[config.mk]
export PLATFORM = sky130hd
export DESIGN_NAME = hex_record_line_encoder_top
export DESIGN_NICKNAME = d
export VERILOG_FILES = /design/src/design/hrle_pkg.sv /design/src/design/hrle_fifo.sv /design/src/design/hrle_front.sv /design/src/design/hrle_back.sv /design/src/design/hex_record_line_encoder_top.sv
export SDC_FILE = /design/constraint.sdc
export NUM_CORES = 1
export LEC_CHECK = 0
export BUFFER_PORTS_ARGS = -buffer_cell sky130_fd_sc_hd__buf_2
export CAP_MARGIN = 30
export CORE_MARGIN = 2
export CORE_UTILIZATION = 55
export DETAILED_ROUTE_END_ITERATION = 12
export PLACE_DENSITY = 0.82
export SLEW_MARGIN = 20
export SYNTH_ARGS = -nofsm -noshare
export SYNTH_HDL_FRONTEND = slang
export SYNTH_SLANG_ARGS = --single-unit
[constraint.sdc]
create_clock -name clk -period 4 [get_ports clk]
set_input_delay 0.4 -clock clk [delete_from_list [all_inputs] [get_ports clk]]
set_output_delay 0.4 -clock clk [all_outputs]
set_load 0.01 [all_outputs]
[src/design/hrle_pkg.sv]
// Shared types, constants and a helper function of the hex record line encoder.
package hrle_pkg;

  localparam int LINE_BYTES = 8;
  localparam int CNT_W      = $clog2(LINE_BYTES + 1);
  localparam int FIFO_DEPTH = 4;
  localparam int FIFO_AW    = $clog2(FIFO_DEPTH);
  localparam int CFG_IDX_W  = 2;
  localparam int CFG_DATA_W = 16;

  typedef enum logic [CFG_IDX_W-1:0] {
    REG_LOAD_OFFSET = 2'd0,
    REG_PAD_BYTE    = 2'd1,
    REG_LINE_TERM   = 2'd2
  } cfg_reg_t;

  localparam logic [7:0] TERM_RESET = 8'd31;
  localparam logic [7:0] CH_SPACE   = 8'h20;
  localparam logic [7:0] CH_DOT     = 8'h2E;

  // One classified command, passed from the front end to the back end.
  typedef struct packed {
    logic             is_end;
    logic             opens;
    logic             closes;
    logic [7:0]       data;
    logic [15:0]      addr;
    logic [CNT_W-1:0] npad;
  } cmd_t;

  function automatic logic [7:0] hex_char(input logic [3:0] nib);
    logic [7:0] wide;
    wide = {4'h0, nib};
    if (nib < 4'd10) begin
      hex_char = 8'h30 + wide;
    end else begin
      hex_char = 8'h37 + wide;
    end
  endfunction

endpackage

[src/design/hrle_fifo.sv]
// Short command queue between the front end and the back end.
module hrle_fifo (
  input  logic            clk,
  input  logic            rst,
  input  logic            wr_en,
  input  hrle_pkg::cmd_t  wr_cmd,
  input  logic            rd_en,
  output hrle_pkg::cmd_t  rd_cmd,
  output logic            q_empty,
  output logic            q_full
);

  hrle_pkg::cmd_t                 mem [hrle_pkg::FIFO_DEPTH];
  logic [hrle_pkg::FIFO_AW-1:0]   wr_ptr;
  logic [hrle_pkg::FIFO_AW-1:0]   rd_ptr;
  logic [hrle_pkg::FIFO_AW:0]     count;
  logic                           do_wr;
  logic                           do_rd;

  assign q_empty = (count == '0);
  assign q_full  = (count == (hrle_pkg::FIFO_AW + 1)'(hrle_pkg::FIFO_DEPTH));
  assign do_wr   = wr_en && !q_full;
  assign do_rd   = rd_en && !q_empty;
  assign rd_cmd  = mem[rd_ptr];

  always_ff @(posedge clk) begin
    if (do_wr) begin
      mem[wr_ptr] <= wr_cmd;
    end
  end

  always_ff @(posedge clk) begin
    if (rst) begin
      wr_ptr <= '0;
      rd_ptr <= '0;
      count  <= '0;
    end else begin
      if (do_wr) begin
        wr_ptr <= wr_ptr + 1'b1;
      end
      if (do_rd) begin
        rd_ptr <= rd_ptr + 1'b1;
      end
      if (do_wr && !do_rd) begin
        count <= count + 1'b1;
      end else if (do_rd && !do_wr) begin
        count <= count - 1'b1;
      end
    end
  end

endmodule

[src/design/hrle_front.sv]
// Front end: accepts input items, tracks line fill and classifies each item.
module hrle_front (
  input  logic                   clk,
  input  logic                   rst,
  input  logic                   push,
  output logic                   full,
  input  logic                   func,
  input  logic [7:0]             data_byte,
  input  logic [15:0]            address,
  input  logic                   end_of_section,
  input  logic [15:0]            load_offset,
  input  logic                   q_full,
  output logic                   q_push,
  output hrle_pkg::cmd_t         q_cmd,
  output logic                   line_open
);

  logic [hrle_pkg::CNT_W-1:0] cnt;
  logic [hrle_pkg::CNT_W-1:0] cnt_inc;
  logic [hrle_pkg::CNT_W-1:0] cnt_next;
  logic                       data_close;

  localparam logic [hrle_pkg::CNT_W-1:0] LineBytesC = hrle_pkg::CNT_W'(hrle_pkg::LINE_BYTES);

  assign full      = q_full;
  assign q_push    = push && !q_full;
  assign line_open = (cnt != '0);
  assign cnt_inc   = cnt + 1'b1;
  assign data_close = (cnt_inc >= LineBytesC) || end_of_section;

  always_comb begin
    q_cmd.is_end = func;
    q_cmd.data   = data_byte;
    q_cmd.addr   = address + load_offset;
    if (func) begin
      q_cmd.opens  = 1'b0;
      q_cmd.closes = line_open;
      q_cmd.npad   = line_open ? (LineBytesC - cnt) : '0;
      cnt_next     = '0;
    end else begin
      q_cmd.opens  = !line_open;
      q_cmd.closes = data_close;
      q_cmd.npad   = data_close ? (LineBytesC - cnt_inc) : '0;
      cnt_next     = data_close ? '0 : cnt_inc;
    end
  end

  always_ff @(posedge clk) begin
    if (rst) begin
      cnt <= '0;
    end else if (q_push) begin
      cnt <= cnt_next;
    end
  end

endmodule

[src/design/hrle_back.sv]
// Back end: walks each command through its characters and holds the output register.
module hrle_back (
  input  logic                   clk,
  input  logic                   rst,
  input  logic                   q_empty,
  input  hrle_pkg::cmd_t         q_head,
  output logic                   q_pop,
  input  logic [7:0]             pad_byte,
  input  logic [7:0]             line_terminator,
  input  logic                   pop,
  output logic                   empty,
  output logic [7:0]             out_char,
  output logic                   last_char
);

  typedef enum logic [3:0] {
    PH_AH0, PH_AH1, PH_AL0, PH_AL1,
    PH_DSP, PH_D0, PH_D1,
    PH_PSP, PH_P0, PH_P1,
    PH_CSP, PH_C0, PH_C1, PH_CT,
    PH_DOT, PH_DT
  } phase_t;

  phase_t                      phase;
  phase_t                      phase_next;
  phase_t                      first_phase;
  hrle_pkg::cmd_t              cur;
  logic                        cur_valid;
  logic [hrle_pkg::CNT_W-1:0]  pad_left;
  logic [hrle_pkg::CNT_W-1:0]  pad_left_next;
  logic [7:0]                  csum;
  logic [7:0]                  csum_next;
  logic                        out_valid;
  logic [7:0]                  ch;
  logic                        lst;
  logic                        step_done;
  logic                        adv;
  logic                        load;

  assign empty = !out_valid;
  assign adv   = cur_valid && (!out_valid || pop);
  assign load  = !q_empty && (!cur_valid || (adv && step_done));
  assign q_pop = load;

  always_comb begin
    if (q_head.is_end) begin
      if (q_head.closes) begin
        first_phase = (q_head.npad != '0) ? PH_PSP : PH_CSP;
      end else begin
        first_phase = PH_DOT;
      end
    end else begin
      first_phase = q_head.opens ? PH_AH0 : PH_DSP;
    end
  end

  always_comb begin
    ch            = hrle_pkg::CH_SPACE;
    lst           = 1'b0;
    step_done     = 1'b0;
    phase_next    = phase;
    csum_next     = csum;
    pad_left_next = pad_left;
    case (phase)
      PH_AH0: begin
        ch         = hrle_pkg::hex_char(cur.addr[15:12]);
        csum_next  = cur.addr[15:8];
        phase_next = PH_AH1;
      end
      PH_AH1: begin
        ch         = hrle_pkg::hex_char(cur.addr[11:8]);
        phase_next = PH_AL0;
      end
      PH_AL0: begin
        ch         = hrle_pkg::hex_char(cur.addr[7:4]);
        csum_next  = csum + cur.addr[7:0];
        phase_next = PH_AL1;
      end
      PH_AL1: begin
        ch         = hrle_pkg::hex_char(cur.addr[3:0]);
        phase_next = PH_DSP;
      end
      PH_DSP: begin
        phase_next = PH_D0;
      end
      PH_D0: begin
        ch         = hrle_pkg::hex_char(cur.data[7:4]);
        csum_next  = csum + cur.data;
        phase_next = PH_D1;
      end
      PH_D1: begin
        ch = hrle_pkg::hex_char(cur.data[3:0]);
        if (cur.closes) begin
          phase_next = (pad_left != '0) ? PH_PSP : PH_CSP;
        end else begin
          step_done = 1'b1;
          lst       = 1'b1;
        end
      end
      PH_PSP: begin
        phase_next = PH_P0;
      end
      PH_P0: begin
        ch         = hrle_pkg::hex_char(pad_byte[7:4]);
        csum_next  = csum + pad_byte;
        phase_next = PH_P1;
      end
      PH_P1: begin
        ch            = hrle_pkg::hex_char(pad_byte[3:0]);
        pad_left_next = pad_left - 1'b1;
        phase_next    = (pad_left == hrle_pkg::CNT_W'(1)) ? PH_CSP : PH_PSP;
      end
      PH_CSP: begin
        phase_next = PH_C0;
      end
      PH_C0: begin
        ch         = hrle_pkg::hex_char(csum[7:4]);
        phase_next = PH_C1;
      end
      PH_C1: begin
        ch         = hrle_pkg::hex_char(csum[3:0]);
        phase_next = PH_CT;
      end
      PH_CT: begin
        ch = line_terminator;
        if (cur.is_end) begin
          phase_next = PH_DOT;
        end else begin
          step_done = 1'b1;
          lst       = 1'b1;
        end
      end
      PH_DOT: begin
        ch         = hrle_pkg::CH_DOT;
        phase_next = PH_DT;
      end
      PH_DT: begin
        ch        = line_terminator;
        step_done = 1'b1;
        lst       = 1'b1;
      end
      default: begin
        phase_next = PH_DSP;
      end
    endcase
  end

  always_ff @(posedge clk) begin
    if (rst) begin
      phase     <= PH_DSP;
      cur_valid <= 1'b0;
      out_valid <= 1'b0;
      csum      <= '0;
      pad_left  <= '0;
    end else begin
      if (adv) begin
        csum      <= csum_next;
        out_char  <= ch;
        last_char <= lst;
        out_valid <= 1'b1;
      end else if (pop) begin
        out_valid <= 1'b0;
      end
      // A new command replaces the one that just finished in the same cycle.
      if (load) begin
        cur       <= q_head;
        phase     <= first_phase;
        pad_left  <= q_head.npad;
        cur_valid <= 1'b1;
      end else if (adv) begin
        phase    <= phase_next;
        pad_left <= pad_left_next;
        if (step_done) begin
          cur_valid <= 1'b0;
        end
      end
    end
  end

endmodule

[src/design/hex_record_line_encoder_top.sv]
// Top level of the hex record line encoder: configuration registers and wiring.
//
// The block turns a stream of bytes into ASCII hex load records, eight bytes
// to a line, each line led by a four-digit address and closed by a checksum
// and the line terminator character. Input items are written like a queue:
// an item transfers at a clock edge with push high and full low. Each result
// is one character; the oldest one sits on out_char and last_char while empty
// is low and transfers at an edge with pop high. last_char marks the final
// character that an input item causes.
// Configuration registers (load offset, pad byte, line terminator) are written
// through cfg_valid/cfg_ready, which is always ready; write them only while
// the block is idle.
// The back end emits exactly one character per cycle while commands wait, so
// the output port sets the rate: a byte in the middle of a line gives 3
// characters, a byte that opens a line 4 more, closing a line 4 more plus 3 per
// padded slot, and the end command 2 (plus the line close if a line is open).
// An item goes through the command queue and the command register to out_char.
// A four-entry command queue lets the input side run ahead of the output side;
// when pop stays low the output register holds and the queue fills, then full
// rises. Synchronous reset empties both sides, closes no line, and restores
// the register defaults (terminator 31).
module hex_record_line_encoder_top (
  input  logic                            clk,
  input  logic                            rst,
  input  logic                            push,
  output logic                            full,
  input  logic                            func,
  input  logic [7:0]                      data_byte,
  input  logic [15:0]                     address,
  input  logic                            end_of_section,
  output logic                            empty,
  input  logic                            pop,
  output logic [7:0]                      out_char,
  output logic                            last_char,
  input  logic                            cfg_valid,
  output logic                            cfg_ready,
  input  logic [hrle_pkg::CFG_IDX_W-1:0]  cfg_index,
  input  logic [hrle_pkg::CFG_DATA_W-1:0] cfg_data
);

  logic [15:0]    load_offset;
  logic [7:0]     pad_byte;
  logic [7:0]     line_terminator;
  logic           q_full;
  logic           q_empty;
  logic           q_push;
  logic           q_pop;
  hrle_pkg::cmd_t q_wr_cmd;
  hrle_pkg::cmd_t q_head;
  logic           line_open;

  // The register file accepts a write in every cycle.
  assign cfg_ready = 1'b1;

  always_ff @(posedge clk) begin
    if (rst) begin
      load_offset     <= '0;
      pad_byte        <= '0;
      line_terminator <= hrle_pkg::TERM_RESET;
    end else if (cfg_valid && cfg_ready) begin
      case (cfg_index)
        hrle_pkg::REG_LOAD_OFFSET: load_offset     <= cfg_data[15:0];
        hrle_pkg::REG_PAD_BYTE:    pad_byte        <= cfg_data[7:0];
        hrle_pkg::REG_LINE_TERM:   line_terminator <= cfg_data[7:0];
        default: begin
        end
      endcase
    end
  end

  // The front end counts bytes in the open line and decides, per item, whether
  // it opens a line, closes it, and how many pad slots the close needs.
  hrle_front u_front (
    .clk            (clk),
    .rst            (rst),
    .push           (push),
    .full           (full),
    .func           (func),
    .data_byte      (data_byte),
    .address        (address),
    .end_of_section (end_of_section),
    .load_offset    (load_offset),
    .q_full         (q_full),
    .q_push         (q_push),
    .q_cmd          (q_wr_cmd),
    .line_open      (line_open)
  );

  hrle_fifo u_fifo (
    .clk     (clk),
    .rst     (rst),
    .wr_en   (q_push),
    .wr_cmd  (q_wr_cmd),
    .rd_en   (q_pop),
    .rd_cmd  (q_head),
    .q_empty (q_empty),
    .q_full  (q_full)
  );

  // The back end owns the checksum and sequences the characters of a command.
  hrle_back u_back (
    .clk             (clk),
    .rst             (rst),
    .q_empty         (q_empty),
    .q_head          (q_head),
    .q_pop           (q_pop),
    .pad_byte        (pad_byte),
    .line_terminator (line_terminator),
    .pop             (pop),
    .empty           (empty),
    .out_char        (out_char),
    .last_char       (last_char)
  );

  // The back end only takes a command that is actually queued.
  a_no_pop_when_empty: assert property (@(posedge clk) disable iff (rst)
    !(q_pop && q_empty))
    else $error("back end took a command from an empty queue");

  // An end command always leaves no line open.
  a_end_closes_line: assert property (@(posedge clk) disable iff (rst)
    (push && !full && func) |=> !line_open)
    else $error("line still open after end command");

  // Reset leaves no character waiting.
  a_reset_empty: assert property (@(posedge clk)
    rst |=> empty)
    else $error("result pending after reset");

  // A waiting character holds still until it transfers.
  a_result_holds: assert property (@(posedge clk) disable iff (rst)
    (!empty && !pop) |=> (!empty && $stable(out_char) && $stable(last_char)))
    else $error("waiting character changed before its transfer");

endmodule
* After elaboration in Yosys (flattened, before gate mapping)
Memories as Yosys holds them, arrays and structs flattened. A register that Yosys moved wholly into a read port is not among the register bits.
Index checks and enable logic that the tools add are counted.
** Storage, ports and cells
- Register bits :: 96
- RAM bits :: 124
- Word-level logic and storage cells :: 171
- Memories :: 1
** Memory list
- u_fifo.mem :: depth 4, width 31, read ports 1, clocked after Yosys merged registers in 1, wr ports 1, line hrle_fifo.sv:13 : hrle_pkg::cmd_t mem [hrle_pkg::FIFO_DEPTH];
** Cells by class
- Add/subtract/negate cells :: 32
- Magnitude comparators :: 11
- Equal/unequal tests :: 21
- Mux-type cells :: 46
- Bitwise gates (word level) :: 1
- Reduce and logical (&&, ||, !) cells :: 41
** Operators by type and width (count)
- adder 6 x 4 -> 7 bit, first input constant :: 20
- one-hot mux 8 bit (12 select lines) :: 1
- 2-to-1 mux 8 bit :: 10
- 2-to-1 mux 4 bit :: 17
- one-hot mux 4 bit (15 select lines) :: 1
- less-than comparator 4 bit, second input constant :: 10
- equality test 4 bit, second input constant :: 8
- one-hot mux 8 bit (4 select lines) :: 1
- adder 8 bit :: 3
- adder 16 bit :: 1
- equality test 4 x 3 -> 1 bit, second input constant :: 4
- AND reduction 2 bit :: 8
- nonzero test 16 bit :: 1
- nonzero test 4 bit :: 4
- nonzero test 2 bit :: 5
- 2-to-1 mux 1 bit :: 9
- 2-to-1 mux 3 bit :: 3
- equality test 4 x 1 -> 1 bit, second input constant :: 2
- equality test 4 x 2 -> 1 bit, second input constant :: 2
- logical AND 1 bit :: 8
- subtractor 4 bit, first input constant :: 2
- logical NOT 1 bit :: 7
- 2-to-1 mux 2 bit :: 3
- != test 3 x 2 -> 1 bit, second input constant :: 2
- 17 further kinds :: 20

* Longest topological paths before layout
- Depth after elaboration :: 10
- Gate-level depth with buffers :: 13
- Gate-level depth less buffers :: 12

* Cells and area by module
A second synthesis with hierarchy kept.
** Second synthesis, totals
- Cell total of the unflattened synthesis :: 953
- Area total of the unflattened synthesis :: 11410.9 µm²
** By module, submodules not included
- hrle_fifo :: instances 1, cells an instance 209, area an instance 4944.7 µm², seq. area each 3903.7 µm²
- hrle_back :: instances 1, cells an instance 447, area an instance 3886.2 µm², seq. area each 1411.4 µm²
- hex_record_line_encoder_top :: instances 1, cells an instance 131, area an instance 1367.6 µm², seq. area each 640.6 µm²
- hrle_front :: instances 1, cells an instance 166, area an instance 1212.4 µm², seq. area each 80.1 µm²

* Worst setup path after synthesis
OpenSTA, ideal clock, no wires.
- Path kind :: register to register
- Start :: reg u_back.phase[3]
- End :: reg u_back.csum[6]
- Setup time :: 114 ps
- Arrival :: 2702 ps
- Slack :: 1184 ps
- Cell stages (with the launch flop) :: 14
- Buffers on the path :: 1
- Period minus slack after synthesis :: 2816 ps
- Cells stage by stage :: dfxtp_1 buf_2 nor4b_4 nor2_1 nand2_1 o221ai_1 ha_1 fa_1 a21o_1 a21oi_1 o21bai_1 a21oi_1 xnor2_1 a21o_1
** Between the ends
- Longest elaborated chain between the ends :: 3
- Elaborated cells on any way between the ends :: 7
** RTL lines
- start, declared :: line hrle_back.sv:24 : phase_t phase;
- start signal, assigned :: line hrle_back.sv:167 : phase <= first_phase;
- start signal, assigned :: line hrle_back.sv:171 : phase <= phase_next;
- equality test 4 x 2 -> 1 bit (tied with other cells) :: line hrle_back.sv:64 : case (phase)
- nonzero test 4 bit (no source line)
- AND reduction 2 bit (no source line)
- end signal, assigned :: line hrle_back.sv:157 : csum <= csum_next;
- end, declared :: line hrle_back.sv:31 : logic [7:0] csum;
Several ways; a longest one is shown, not always the timed one.
A chain may end at the register's enable or synchronous reset.

* Worst setup path in the final report
Ends and elaborated chain as after synthesis.

==> results.ini <==
[cells_and_area]
area_delta_synth_final_pct = 12.0
multi_input_area_mm2 = 0.00467
ff_latch_area_mm2 = 0.00604
final_cell_area_mm2 = 0.0124
fin_nets = 1104
n_antenna_cell = 0
fillers = 1478
drive_gt1_share_pct = 15.4

[timing]
tightest_slew_ns = 0.793
slew_headroom_pct = 46.8
min_period_ns = 3.30
max_freq_mhz = 303
setup_tns_ns = 0
finalHoldViolCount = 0
rsz0062_at_grt = false
whs_ns = 0.0849
fin_crit_sh_pct = 82.6
drv_slew = 0
setup_viol = 0
skew_ns = 0.00719

[clock_tree]
cts_hold_buffers = 0
cts_max_level = 1
clock_latency_ns = 0.53
ctsRootBufferMaster = clkbuf_16
cts_made_buffers = 23
post_cts.repair.setup_buffers = 0
clk_path_buf_depth = 3
ctsResizeCount = 0
clk_pin_slew_ns = 0.06
numClockSinks = 222
cts_tree = yes

[detailed_routing]
dr_total_vias = 7769
drt_iter0_drc = 602
first_pass_iters = 5
wire_per_inst_um = 20.1
drc = 0
totalWireLength_um = 25900
viasPerCell = 6.01
drtAntennaViolNets = 0

[synth]
synth_edf_count = 159
synth-adder-area-share_pct = 5.19
synth_compound_area_share_pct = 12.9
synth_ff_type = edfxtp_1
synth_cell_types = 78
ys_top_cells_by_count = edfxtp_1, nand2_1, nor2_1
synth_top_family_by_area = compound AO/OA/AOI/OAI gates
synth_area_mm2 = 0.0111
yosys.area_share.simple_pct = 12.7
ys_async_sr_fraction_pct = 0
synth_top_area_cell = edfxtp_1
synthMuxAreaShare_pct = 8.07
synth.most_common_cell = edfxtp_1
syn-num-nets = 1044
synthCells = 951
synth_area_leaders = edfxtp_1, dfxtp_1, mux4_2, ha_1, nand2_1
yosysTopAreaCellShare_pct = 43.2
synth-xor-area-share_pct = 3.25
avgSynthCellArea_um2 = 11.6
ys.warnings.count = 0
synth_seq_cells = 222
ys_seq_area_share_pct = 54.6

[floorplan]
placementRows = 51
die_x_um = 146
dieArea_mm2 = 0.0212
core_mm2 = 0.0196
chipHeight_um = 146
io_pins = 61
initial_core_util_pct = 56.4

[power]
switchingPower_mw = 2.47
pwr_density_cell_mw_per_mm2 = 608
leakagePower_nw = 4.57
p_seq_share_pct = 42.1
p_comb_share_pct = 29.3
ir_drop_v = 0.000433
p_int_mw = 5.05
swShare_pct = 32.8
p_clk_share_pct = 28.5

[global_routing]
grt_pass1_vias = 7554
gr-usage-all-layers_pct = 24.3
grt_pass1_wl_um = 40900
gr-total-overflow = 0
grt_max_degree = 40
antenna_found_initial = 0

[critical_path]
crit_path_max_fanout = 15
startpoint_type = flop
crit_arrival_ns = 3.72
path_class = reg -> reg
end_kind = flop
required_ns = 4.42

[job]
cap_violations = 0

[placed_design]
io_buffers = 59
dpl_cell_area_mm2 = 0.0116
post-dp-hpwl_um = 18400
gp_congestion = 0.988

[min_path]
hp-class = in -> reg

[outcome]
status = finished, final reports clean

==> sequential cells by signal, summed over array words and instances, names as in the netlist, named ones only <==
register / cells
u_fifo.mem: 124
u_back.cur: 26
load_offset: 16
line_terminator: 8
pad_byte: 8
u_back.csum: 8
u_back.out_char: 8
u_back.pad_left: 4
u_back.phase: 4
u_front.cnt: 4
u_fifo.count: 3
u_fifo.rd_ptr: 2
u_fifo.wr_ptr: 2
u_back.cur_valid: 1
u_back.last_char: 1
u_back.out_valid: 1
==> routing by layer <==
metal  vias up  global-route usage, %  part of all wire, %
met1      3771                   32.6                   42
met3        68                   4.36                  6.7
li1       3649                      -                    -
met5         -                      0                    0
met2       281                   39.9                   47
met4         0                   9.17                  3.9
==> worst paths after layout <==
path                                          from                  to  slack [ns]  depth (start not counted)
worst max-delay path               u_back.phase[3]      u_back.csum[6]        0.70                         12
worst min-delay path                  data_byte[6]   u_fifo.mem[0][26]        0.08                          1
worst max register to register     u_back.phase[3]      u_back.csum[6]        0.70                         12
worst min register to register  line_terminator[7]  line_terminator[7]        0.45                          2
==> power by group through the flow <==
stage,registers (mW),clock network (mW),logic (mW)
after CTS,3.16,2.18,2.19
final,3.17,2.15,2.21
after global routing,3.20,2.27,2.41
after global placement,3.19,0,2.11
after detailed placement,3.21,0,2.16
after floorplan,3.09,0,1.67
==> cells in the final DEF (no fill, tap or decap), drive strengths merged, types with 4 or more instances in the layout <==
master / n
edfxtp: 159
nand2: 108
nor2: 80
buf: 74
a21oi: 73
dfxtp: 63
inv: 45
o21ai: 43
ha: 41
mux4: 31
clkbuf: 27
xnor2: 26
nor3: 17
a211oi: 17
mux2i: 16
nand3: 16
xor2: 15
nor2b: 11
a21o: 10
and2: 10
clkinv: 10
nand2b: 8
o211ai: 8
o22ai: 8
nand3b: 8
a22oi: 8
o21a: 6
nor3b: 6
a31oi: 6
or3: 5
o21bai: 5
o221ai: 4
nand4: 4
==> critical path: stages, from the launching register on <==
cell and delay, ns:
dfxtp_1 0.64, nor4b_4 0.54, nor2_1 0.22, nand2_1 0.12, o221ai_1 0.13, ha_1 0.24, fa_1 0.40, a21o_1 0.18
a21oi_1 0.21, o21bai_1 0.09, a21oi_1 0.18, xnor2_1 0.09, a21o_1 0.15
==> area by class of cell <==
cell class	instances	share of cell area, %
flip-flops and latches	222	48.8
well taps	265	2.68
multi-input cells	646	37.7
inverters	44	1.33
repair buffers	74	3.30
clock inverters	15	1.20
clock buffers	27	5.01
==> stage by stage <==
step | power [mW] | instances | setup slack (ns) | util, %
2_1_floorplan | 4.76 | 951 | 1.18 | -
3_3_place_gp | 5.29 | 1250 | 0.839 | 59.2
3_5_place_dp | 5.36 | 1251 | 0.762 | 59.3
4_1_cts | 7.53 | 1293 | 0.748 | 63.2
5_1_grt | 7.88 | 1293 | 0.480 | 63.2
6_report | 7.52 | 1293 | 0.696 | 63.2
==> logic make-up after synthesis <==
kind of cell	Yosys count
compound gates	219
xor+xnor	41
fa+ha+maj	44
buf+inv	83
flops	222
mux	48
other cells	1
simple gates	293
No activity file was read; power rests on OpenSTA's default activity.
